**config.mk**
```make
export PLATFORM = sky130hd
export DESIGN_NAME = mwu_ctrl
export DESIGN_NICKNAME = d
export VERILOG_FILES = /design/src/rtl/core/mwu_pkg.sv /design/src/rtl/core/mwu_ctrl.sv
export SDC_FILE = /design/constraint.sdc
export NUM_CORES = 1
export LEC_CHECK = 0
export BUFFER_PORTS_ARGS = -buffer_cell sky130_fd_sc_hd__buf_2
export CAP_MARGIN = 10
export CORE_AREA = 3 3 40 42
export CTS_CLUSTER_DIAMETER = 100
export CTS_CLUSTER_SIZE = 10
export DETAILED_ROUTE_END_ITERATION = 10
export DIE_AREA = 0 0 43 45
export PLACE_DENSITY_LB_ADDON = 0.05
export SLEW_MARGIN = 5
export SYNTH_ARGS = -nofsm -noshare
export SYNTH_HDL_FRONTEND = slang
export SYNTH_SLANG_ARGS = --single-unit
```
**constraint.sdc**
```tcl
create_clock -name i_clk -period 1.35 [get_ports i_clk]
set_input_delay 0.135 -clock i_clk [delete_from_list [all_inputs] [get_ports i_clk]]
set_output_delay 0.135 -clock i_clk [all_outputs]
set_load 0.03 [all_outputs]
```
**src/rtl/core/mwu_pkg.sv**
```systemverilog
// Shared types and constants for the momentum weight update block.
`timescale 1ns / 1ps
`default_nettype none

package mwu_pkg;

    localparam int DATA_W  = 32;
    localparam int CMD_W   = 2;
    localparam int INDEX_W = 10;
    localparam int COEF_W  = 16;

    // Item commands.
    localparam logic [CMD_W-1:0] CMD_LOAD   = 2'd0;
    localparam logic [CMD_W-1:0] CMD_UPDATE = 2'd1;
    localparam logic [CMD_W-1:0] CMD_BACK   = 2'd2;

    // Register indexes, taken from address bit 2.
    localparam logic REG_LEARNING_RATE = 1'b0;
    localparam logic REG_MOMENTUM      = 1'b1;

    localparam logic [COEF_W-1:0] LEARNING_RATE_RST = 16'd1638;
    localparam logic [COEF_W-1:0] MOMENTUM_RST      = 16'd14746;

    localparam logic [DATA_W-1:0] Q_MAX = 32'h7FFF_FFFF;
    localparam logic [DATA_W-1:0] Q_MIN = 32'h8000_0000;

    // Commands from the controller to the datapath.
    typedef struct packed {
        logic capture;
        logic read;
        logic mult;
        logic sum;
        logic finish;
    } t_dp_cmd;

    // Status from the datapath to the controller.
    typedef struct packed {
        logic out_busy;
    } t_dp_stat;

endpackage

`default_nettype wire

```
**src/rtl/core/mwu_ctrl.sv**
```systemverilog
// Controller state machine that sequences one item through the datapath.
`timescale 1ns / 1ps
`default_nettype none

module mwu_ctrl
    import mwu_pkg::*;
(
    input  wire logic     i_clk,
    input  wire logic     i_rst_n,
    input  wire logic     i_in_valid,
    output logic          o_in_ready,
    output t_dp_cmd       o_cmd,
    input  wire t_dp_stat i_stat
);

    typedef enum logic [2:0] {
        S_IDLE,
        S_READ,
        S_MUL,
        S_SUM,
        S_WGT
    } t_state;

    t_state r_state;

    assign o_in_ready   = (r_state == S_IDLE);
    assign o_cmd.capture = i_in_valid && (r_state == S_IDLE);
    assign o_cmd.read    = (r_state == S_READ);
    assign o_cmd.mult    = (r_state == S_MUL);
    assign o_cmd.sum     = (r_state == S_SUM);
    assign o_cmd.finish  = (r_state == S_WGT) && !i_stat.out_busy;

    always_ff @(posedge i_clk) begin
        if (!i_rst_n) begin
            r_state <= S_IDLE;
        end else begin
            case (r_state)
                S_IDLE: begin
                    if (i_in_valid) begin
                        r_state <= S_READ;
                    end
                end
                S_READ: begin
                    r_state <= S_MUL;
                end
                S_MUL: begin
                    r_state <= S_SUM;
                end
                S_SUM: begin
                    r_state <= S_WGT;
                end
                S_WGT: begin
                    if (!i_stat.out_busy) begin
                        r_state <= S_IDLE;
                    end
                end
                default: begin
                    r_state <= S_IDLE;
                end
            endcase
        end
    end

    a_one_cmd: assert property (@(posedge i_clk) disable iff (!i_rst_n)
        $onehot0({o_cmd.capture, o_cmd.read, o_cmd.mult, o_cmd.sum, o_cmd.finish}))
        else $error("more than one datapath command at once");

    a_accept_reads: assert property (@(posedge i_clk) disable iff (!i_rst_n)
        (i_in_valid && o_in_ready) |=> (r_state == S_READ))
        else $error("accepted item did not start a table read");

    a_finish_free: assert property (@(posedge i_clk) disable iff (!i_rst_n)
        o_cmd.finish |-> !i_stat.out_busy)
        else $error("result finished into a full output register");

endmodule

`default_nettype wire

```
# [Word level (Yosys, flattened, before mapping)]
# Cells that the tools add are included.
[totals] regBits=3 out_inout_bits=6 elab_cells=15
[classes] eq_ne=6 n_mux=3 reduce_logical=5
[ops] operator="$pmux W3 S5" count=1
[ops] operator="$eq A3 B2 Y1 const B" count=2
[ops] operator="$mux W3" count=2
[ops] operator="$ne A2 B2 Y1 const B" count=2
[ops] operator="$eq A3 B1 Y1 const B" count=1
[ops] operator="$eq A3 B3 Y1 const B" count=1
[ops] operator="$logic_not A3 Y1" count=1
[ops] operator="$logic_and A1 B1 Y1" count=2
[ops] operator="$reduce_and A2 Y1" count=1
[ops] operator="$logic_not A1 Y1" count=1

# [Logic depth before layout (Yosys ltp)]
# Gate-level depths: netlist of the first run.
[logic_depth] ltp_word=3 mapped_depth=3 mapped_depth_nobuf=2

# [Least setup slack after synthesis of the first run]
# OpenSTA, ideal clock, no wires.
[synth_timing] path_type="register to output" from="reg r_state[1]" to="out o_cmd[0] (netlist bit)" t_arrival_ps=1506 required_time_ps=1215 path_slack_ps=-291 stages_incl_launch_ff=3 path_buffers=1 cell_sequence="dfxtp_1 > buf_4 > nor4b_1"
[synth_rtl] element="start, declared" line="mwu_ctrl.sv:24" source="t_state r_state;"
[synth_rtl] element="start signal, assigned" line="mwu_ctrl.sv:35" source="r_state <= S_IDLE;"
[synth_rtl] element="start signal, assigned" line="mwu_ctrl.sv:40" source="r_state <= S_READ;"
[synth_rtl] element="start signal, assigned" line="mwu_ctrl.sv:44" source="r_state <= S_MUL;"
[synth_rtl] element="end, declared" line="mwu_ctrl.sv:12" source="output t_dp_cmd o_cmd,"

==> impl_metrics.json, run 1 <==
{
  "drc_errors": 0,
  "yosysTopAreaCell": "dfxtp_1",
  "cap_violations": 0,
  "setup_viol": 0,
  "syn2layout_area_growth_pct": 54.7,
  "timing.final.crit_share_pct": 92.9,
  "clk_latency_ns": 0.23,
  "drive_above_1_share_pct": 58.6,
  "clk_pin_slew_ns": 0.04,
  "fin_tns_setup_ns": 0,
  "cts_buffers": 3,
  "routedWlPerCell_um": 10.4,
  "die_h_um": 45,
  "reg.largest.list": "r_state (3)",
  "slew_headroom_pct": 86.8,
  "synthDistinctLibCells": 13,
  "die_w_um": 43,
  "syn_area_sq_um": 171,
  "ir_worst_vdd_mv": 0.292,
  "antenna_left": 0,
  "routed_wl_um": 458,
  "top_register": "r_state",
  "yosys_warnings": 0,
  "drtIter0Drc": 1,
  "design_area_sq_um": 265,
  "nFillCells": 156,
  "synthTopCellsByArea": "dfxtp_1 (35%), buf_4 (8.8%), nor3b_1 (8.8%), and4bb_1 (7.3%), nor3_2 (5.8%)",
  "cts_tree": "built",
  "antennaDiodeCount": 0,
  "finalCoreUtilization_pct": 20.6,
  "viasPerCell": 3.95,
  "timing.fmax_mhz": 797,
  "critPathKind": "reg -> out",
  "ys_seq_area_share_pct": 35.0,
  "start_util_pct": 13.3,
  "holdBufCountCts": 0,
  "grt_pass1_wl_um": 807,
  "critPathRequiredTime_ns": 1.22,
  "num_vias": 174,
  "p_leak_nw": 0.121,
  "worstSetupEndpointType": "output port",
  "hold_slack_ns": 0.125,
  "crit_fanout": 8,
  "yosysTopAreaCellShare_pct": 35.0,
  "power.density_nw_per_um2": 1400,
  "cts_buffer_depth": 2,
  "synth_common_cells": "dfxtp_1 (3), buf_4 (2), nor2_1 (2), nor3b_1 (2)",
  "yosys_register_bits": 3,
  "htree_levels": 1,
  "ctsResizeCount": 0,
  "drt_pass1_iterations": 2,
  "postCtsSetupRepairBufs": 0,
  "fin_cells": 44,
  "status": "finished clean",
  "avgSynthCellArea_sq_um": 9.52,
  "slew_viol_final": 0,
  "nNetsFinal": 34,
  "grt.overflow.total": 0,
  "largest_reg_flops": 3,
  "finalCriticalPeriod_ns": 1.25,
  "clock_skew_ns": 0.00564,
  "gp_congestion": 0.594,
  "synth_flop_cell": "dfxtp_1",
  "clock-sinks": 3,
  "rsz0062_at_grt": "no",
  "cp-start-kind": "flop",
  "numPortBuffers": 9,
  "first_global_vias": 191,
  "num_io_pins": 10,
  "synth_nets": 22,
  "synth.most_common_cell": "dfxtp_1",
  "synth_edf_count": 0,
  "place_inst": 40,
  "arrival_ns": 1.12,
  "coreArea_sq_um": 1280,
  "tightest_slew_ns": 0.197,
  "grt_antenna_before_repair": 0,
  "cts-root-buf": "clkbuf_4",
  "synth_cells": 18,
  "fp-row-count": 13,
  "grt_max_degree": 9,
  "hp-class": "in -> reg",
  "dpl-instance-area_sq_um": 233,
  "synthArstFlopShare_pct": 0,
  "finalHoldViolations": 0,
  "grt_util_all_layers_pct": 6.08,
  "dieArea_sq_um": 1940
}
cells in the final DEF, fill, tap and decap left out, drive strengths merged:
| cell | Yosys | routed |
|---|---|---|
| dfxtp | 3 | 3 |
| nor4b | 1 | 1 |
| and2 | 1 | 1 |
| clkbuf | 0 | 4 |
| buf | 2 | 9 |
| nand2b | 1 | 1 |
| and3b | 1 | 1 |
| nor3b | 2 | 2 |
| and4bb | 1 | 1 |
| xnor2 | 1 | 1 |
| nor2 | 2 | 2 |
| o21a | 1 | 1 |
| nor3 | 2 | 2 |
per-layer routing:
layer	GRT usage, %	vias up	routed length [um]
li1	-	83	-
met1	6.02	84	167
met2	9.58	7	258
met3	1.59	0	31
met4	7.23	0	0
met5	0	-	0
metrics by stage:
step / total power, mW / setup slack (ns)
3_5_place_dp: 0.213 / 0.256
5_1_grt: 0.398 / 0.0217
6_report: 0.371 / 0.0956
2_1_floorplan: 0.193 / 0.0280
4_1_cts: 0.378 / 0.000154
3_3_place_gp: 0.213 / 0.265
worst paths after layout:
path | from | to | slack [ns] | depth (start not counted)
setup reg to reg | r_state[0]$_SDFFE_PN0P_ | r_state[2]$_SDFFE_PN0P_ | 0.42 | 2
hold / removal | i_rst_n | r_state[2]$_SDFFE_PN0P_ | 0.13 | 2
setup / recovery | r_state[1]$_SDFFE_PN0P_ | o_cmd[4] | 0.1 | 3
hold reg to reg | r_state[0]$_SDFFE_PN0P_ | r_state[0]$_SDFFE_PN0P_ | 0.56 | 1
report_power, final:
group | switching, mW | internal, mW
Combinational | 0.0549 | 0.0382
Sequential | 0.0206 | 0.0986
Clock | 0.0473 | 0.111
Total | 0.123 | 0.248
layout make-up:
| cell class | instances | area (sq um) | area share (%) |
|---|---|---|---|
| Timing Repair Buffer | 9 | 47.5 | 17.9 |
| Multi-Input combinational cell | 13 | 109 | 41.0 |
| Clock buffer | 4 | 26.3 | 9.91 |
| Sequential cell | 3 | 63.8 | 24.1 |
| Tap cell | 15 | 18.8 | 7.08 |
kinds of logic after synthesis:
group                  synth area share (%)
AO/OA/AOI/OAI                          4.38
XOR/XNOR                               5.11
buffers and inverters                  8.76
flip-flops                             35.0
AND/OR/NAND/NOR                        46.7
worst max-delay path, stage by stage, from the launching register on:
cell and delay (ns):
dfxtp_2 0.37, nor3_4 0.20, and2_1 0.14, buf_2 0.19
No activity file was read; power rests on OpenSTA's default activity.
==> inputs of run 2 (changes only) <==
--- a/config.mk
+++ b/config.mk
@@ -13,6 +13,8 @@
 export DETAILED_ROUTE_END_ITERATION = 10
 export DIE_AREA = 0 0 43 45
 export PLACE_DENSITY_LB_ADDON = 0.05
+export RECOVER_POWER = 50
+export REMOVE_ABC_BUFFERS = 1
 export SLEW_MARGIN = 5
 export SYNTH_ARGS = -nofsm -noshare
 export SYNTH_HDL_FRONTEND = slang
==> constraint.sdc (replaced) <==
create_clock -name i_clk -period 1.6 [get_ports i_clk]
set_input_delay 0.16 -clock i_clk [delete_from_list [all_inputs] [get_ports i_clk]]
set_output_delay 0.16 -clock i_clk [all_outputs]
set_load 0.03 [all_outputs]
==> run 2 against run 1 <==
  * Clock skew down 0.0038 ns
  * Non-clock buffer count unchanged
  * Combinational power down 21%
  * Utilization down 1.6 points
  * Sequential share of layout area up 0.43 points
  * Design area down 7.5%
  * First-iteration DRC count rose to 4.0 times the previous value
==> impl_metrics.json, run 2 (synthesis gave the netlist of run 1 again) <==
{
  "viasPerCell": 3.73,
  "num_vias": 164,
  "postCtsSetupRepairBufs": 0,
  "nNetsFinal": 34,
  "grt.overflow.total": 0,
  "finalCoreUtilization_pct": 19.1,
  "cap_violations": 0,
  "slew_headroom_pct": 75.8,
  "cp-start-kind": "flop",
  "route.met2.wl_um": 188,
  "critPathKind": "reg -> out",
  "path_cells": "nor3_2 -> clkbuf_1",
  "top_register": "r_state",
  "numPortBuffers": 9,
  "pre_cts_ws_ns": 0.542,
  "hp-class": "in -> reg",
  "die_h_um": 45,
  "worstSetupEndpointType": "output port",
  "crit_buf_inv": 1,
  "design_area_sq_um": 245,
  "antennaDiodeCount": 0,
  "tightest_slew_ns": 0.365,
  "topRoutingLayerUsed": "met4",
  "pwr-share-comb_pct": 24.1,
  "dpl-instance-area_sq_um": 220,
  "critPathRequiredTime_ns": 1.44,
  "coreArea_sq_um": 1280,
  "grt_max_degree": 9,
  "arrival_ns": 1.15,
  "slowest_delay_ns": 0.37,
  "first_global_vias": 168,
  "dieArea_sq_um": 1940,
  "grt_util_all_layers_pct": 5.66,
  "fp-row-count": 13,
  "cts-root-buf": "clkbuf_4",
  "place_inst": 40,
  "start_util_pct": 13.3,
  "p_total_mw": 0.305,
  "grt_pass1_wl_um": 690,
  "wl_met1_um": 169,
  "p_leak_nw": 0.114,
  "finalCriticalPeriod_ns": 1.31,
  "gp_congestion": 0.539,
  "fin_cells": 44,
  "num_io_pins": 10,
  "cts_buffer_depth": 2,
  "clock_skew_ns": 0.00187,
  "ir_worst_vdd_mv": 0.213,
  "timing.fmax_mhz": 762,
  "clk_pin_slew_ns": 0.04,
  "crit_fanout": 8,
  "switching_share_pct": 33.5,
  "cp_top_family": "flip-flops",
  "power_frac_seq_pct": 30.9,
  "largest_reg_flops": 3,
  "wl_met3_um": 35,
  "worst_slack_ns": 0.288,
  "p_switching_mw": 0.102,
  "cts_tree": "built",
  "cts_buffers": 3,
  "rsz0062_at_grt": "no",
  "mostFrequentLayoutCells": "buf_2 (8), clkbuf_4 (3), dfxtp_1 (3)",
  "syn2layout_area_growth_pct": 43.1,
  "layout_commonest_cell": "buf_2",
  "reg.largest.list": "r_state (3)",
  "holdBufCountCts": 0,
  "r2r_slack_ns": 0.61,
  "drt_pass1_iterations": 3,
  "intPower_mw": 0.203,
  "grt_antenna_before_repair": 0,
  "clk_latency_ns": 0.24,
  "status": "finished clean",
  "drive_above_1_share_pct": 41.4,
  "drtIter0Drc": 4,
  "ctsResizeCount": 0,
  "power.density_nw_per_um2": 1250,
  "pwr-share-clk_pct": 44.9,
  "antenna_left": 0,
  "drc_errors": 0,
  "routedWlPerCell_um": 9.34,
  "timing.final.crit_share_pct": 82.0,
  "clock-sinks": 3,
  "finalHoldViolations": 0,
  "place_hpwl_um": 294,
  "routed_wl_um": 411,
  "setup_viol": 0,
  "die_w_um": 43,
  "crit_path_top_delay_cell": "dfxtp_1",
  "slew_viol_final": 0,
  "htree_levels": 1
}
## run 2: final timing paths
path                                               from                       to  cells past startpoint
worst max-delay path            r_state[1]$_SDFFE_PN0P_               o_in_ready                      2
worst min-delay path                            i_rst_n  r_state[2]$_SDFFE_PN0P_                      2
worst max register to register  r_state[0]$_SDFFE_PN0P_  r_state[2]$_SDFFE_PN0P_                      2
worst min register to register  r_state[1]$_SDFFE_PN0P_  r_state[0]$_SDFFE_PN0P_                      2
## run 2: power by group through the flow
stage	Combinational, mW	Clock (mW)	Sequential, mW
4_1_cts	0.0759	0.146	0.0948
3_3_place_gp	0.0761	0	0.0968
5_1_grt	0.0790	0.154	0.0958
2_1_floorplan	0.0556	0	0.0929
3_5_place_dp	0.0756	0	0.0959
6_report	0.0737	0.137	0.0945
## run 2: worst reg2reg max path: stages (launching register included)
cell      delay, ns
dfxtp_1        0.46
and4bb_1       0.26
o21a_1         0.16
## run 2: layer usage
metal  track usage, %  up-vias
met3             3.59        2
met4             9.04        0
met5                0        -
met2             6.29        7
met1             5.53       71
li1                 -       84
## run 2: layout make-up
class | instances | area [sq um]
clock buffers | 4 | 26.3
fillers | 153 | 1040
multi-input cells | 13 | 96.3
flip-flops and latches | 3 | 60.1
well taps | 15 | 18.8
repair buffers | 9 | 43.8
## run 2: stage by stage
step,TNS [ns],hold slack (ns)
after floorplan,-0.00925,0.277
after global placement,0,0.387
after detailed placement,0,0.394
after CTS,0,0.141
after global routing,0,0.162
final,0,0.152
==> inputs of run 3 (changes only) <==
--- a/config.mk
+++ b/config.mk
@@ -5,6 +5,7 @@
 export SDC_FILE = /design/constraint.sdc
 export NUM_CORES = 1
 export LEC_CHECK = 0
+export ABC_AREA = 1
 export BUFFER_PORTS_ARGS = -buffer_cell sky130_fd_sc_hd__buf_2
 export CAP_MARGIN = 10
 export CORE_AREA = 3 3 40 42
==> constraint.sdc (replaced) <==
create_clock -name i_clk -period 1.2 [get_ports i_clk]
set_input_delay 0.12 -clock i_clk [delete_from_list [all_inputs] [get_ports i_clk]]
set_output_delay 0.12 -clock i_clk [all_outputs]
set_load 0.03 [all_outputs]
==> run 3 against run 2 <==
  * First-iteration DRC count shrank 100%
  * Synthesized area is 5.8% lower
  * Non-clock buffer count rose by 1
  * Hold slack lost 0.046 ns
  * Via count rose by 23%
  * Design area is 18% higher
  * Sequential cell count did not move
  * Sequential share of layout area down 1.6 points
  * Combinational power up 120%
  * Worst setup slack got worse by 0.24 ns
  * Largest cell class unchanged
  * Largest power group unchanged
==> impl_metrics.json, run 3 <==
{
  "num_vias": 201,
  "design_area_sq_um": 290,
  "pwr-share-comb_pct": 33.9,
  "rsz0062_at_grt": "yes",
  "seq_area_sq_um": 66.3,
  "ir_worst_vdd_mv": 0.363,
  "hp-class": "in -> reg",
  "intPower_mw": 0.301,
  "drt_pass1_iterations": 1,
  "yosys_warnings": 0,
  "numPortBuffers": 9,
  "fin_cells": 54,
  "dpl-instance-area_sq_um": 225,
  "gp_congestion": 0.685,
  "syn2layout_area_growth_pct": 79.8,
  "largest_reg_flops": 3,
  "switching_share_pct": 35.5,
  "synthArstFlopShare_pct": 0,
  "synthTopCellsByArea": "dfxtp_1 (37%), nand3_1 (16%), inv_1 (14%), nor2_2 (7.8%), nor2_1 (7.0%)",
  "synth_cells": 25,
  "slew_viol_final": 0,
  "crit_fanout": 6,
  "routed_wl_um": 441,
  "finalHoldViolations": 0,
  "start_util_pct": 12.6,
  "first_global_vias": 208,
  "finalCriticalPeriod_ns": 1.16,
  "finalCoreUtilization_pct": 22.6,
  "fin_tns_setup_ns": 0,
  "viasPerCell": 3.72,
  "synth.most_common_cell": "inv_1",
  "power.density_nw_per_um2": 1610,
  "place_hpwl_um": 347,
  "power_frac_seq_pct": 28.6,
  "worst_slack_ns": 0.0443,
  "timing.final.crit_share_pct": 96.3,
  "yosysTopAreaCellShare_pct": 37.2,
  "place_inst": 49,
  "cts_buffers": 3,
  "status": "finished clean",
  "cap_violations": 0,
  "grt.overflow.total": 0,
  "p_total_mw": 0.467,
  "critPathRequiredTime_ns": 1.08,
  "grt_pass1_wl_um": 772,
  "top_register": "r_state",
  "pre_cts_ws_ns": 0.197,
  "avgSynthCellArea_sq_um": 6.46,
  "r2r_slack_ns": 0.31,
  "cts-root-buf": "clkbuf_4",
  "critPathKind": "reg -> out",
  "num_io_pins": 10,
  "clock-sinks": 3,
  "tightest_slew_ns": 0.188,
  "p_leak_nw": 0.158,
  "clk_pin_slew_ns": 0.04,
  "syn_area_sq_um": 161,
  "mostFrequentLayoutCells": "inv_1 (6), buf_2 (6), nand3_1 (5), nor2_1 (4)",
  "pwr-share-clk_pct": 37.5,
  "multi_input_area_sq_um": 86.3,
  "drtIter0Drc": 0,
  "hold_slack_ns": 0.106,
  "cts_buffer_depth": 2,
  "holdBufCountCts": 0,
  "nFillCells": 149,
  "slew_headroom_pct": 87.3,
  "htree_levels": 1,
  "nNetsFinal": 44,
  "antennaDiodeCount": 0,
  "drc_errors": 0,
  "drive_above_1_share_pct": 51.3,
  "clock_skew_ns": 0.00132,
  "die_h_um": 45,
  "cts_tree": "built",
  "yosys_register_bits": 3,
  "cp-start-kind": "flop",
  "ys_seq_area_share_pct": 37.2,
  "routedWlPerCell_um": 8.17,
  "antenna_left": 0,
  "coreArea_sq_um": 1280,
  "synth_common_cells": "inv_1 (6), nand3_1 (5), dfxtp_1 (3), nor2_1 (3)",
  "p_switching_mw": 0.166,
  "reg.largest.list": "r_state (3)",
  "dieArea_sq_um": 1940,
  "grt_util_all_layers_pct": 5.98,
  "grt_max_degree": 7,
  "setup_viol": 0,
  "synth_flop_cell": "dfxtp_1",
  "yosysTopAreaCell": "dfxtp_1",
  "timing.fmax_mhz": 865,
  "worstSetupEndpointType": "output port",
  "arrival_ns": 1.04,
  "fp-row-count": 13,
  "grt_antenna_before_repair": 0,
  "synth_edf_count": 0,
  "synthDistinctLibCells": 10,
  "die_w_um": 43,
  "clk_latency_ns": 0.23
}
## run 3: cell count changes after synthesis, moves of 2 or more
cell | before | now
nand3_1 | 0 | 5
nor2_2 | 0 | 2
nor3b_1 | 2 | 0
inv_1 | 0 | 6
buf_4 | 2 | 0
nand2_1 | 0 | 2
## run 3: routing by layer
| metal | track usage, % | vias to the layer above | share of wire, % |
|---|---|---|---|
| met5 | 0 | - | 0 |
| met4 | 9.04 | 0 | 2.7 |
| met3 | 2.79 | 2 | 7.9 |
| met2 | 8.98 | 4 | 59 |
| met1 | 4.78 | 91 | 30 |
| li1 | - | 104 | - |
## run 3: kinds of logic after synthesis
| kind of cell | Yosys count | synth area share [%] |
|---|---|---|
| flops | 3 | 37.2 |
| simple gates | 13 | 38.8 |
| compound gates | 2 | 7.75 |
| buf+inv | 7 | 16.3 |
## run 3: worst paths after layout
check,from,to,cells after the start
min reg2reg,r_state[2]$_SDFFE_PN0P_,r_state[2]$_SDFFE_PN0P_,2
max reg2reg,r_state[0]$_SDFFE_PN0P_,r_state[0]$_SDFFE_PN0P_,5
max,r_state[2]$_SDFFE_PN0P_,o_cmd[0],3
min,i_rst_n,r_state[1]$_SDFFE_PN0P_,2
## run 3: power by group through the flow
| stage | Combinational [mW] | Clock (mW) | Sequential, mW |
|---|---|---|---|
| 2_1_floorplan | 0.0985 | 0 | 0.125 |
| 3_3_place_gp | 0.134 | 0 | 0.129 |
| 3_5_place_dp | 0.134 | 0 | 0.128 |
| 4_1_cts | 0.148 | 0.188 | 0.129 |
| 5_1_grt | 0.175 | 0.193 | 0.136 |
| 6_report | 0.159 | 0.175 | 0.133 |
## run 3: cell type report
| class | count | area share [%] |
|---|---|---|
| multi-input cells | 15 | 29.7 |
| flip-flops and latches | 3 | 22.8 |
| repair buffers | 10 | 22.0 |
| inverters | 7 | 9.91 |
| clock buffers | 4 | 9.05 |
| well taps | 15 | 6.47 |
## run 3: worst max-delay path, cell delays in order (launching register included)
cell and delay, ns:
dfxtp_2 0.35, inv_4 0.06, nor4_2 0.20, buf_4 0.20
## run 3: what timing repair did
item	4_1_cts	5_1_grt
pin swaps	1	2
endpoints found under the setup margin	2	6
buffers inserted	1	0
resized for setup	4	9
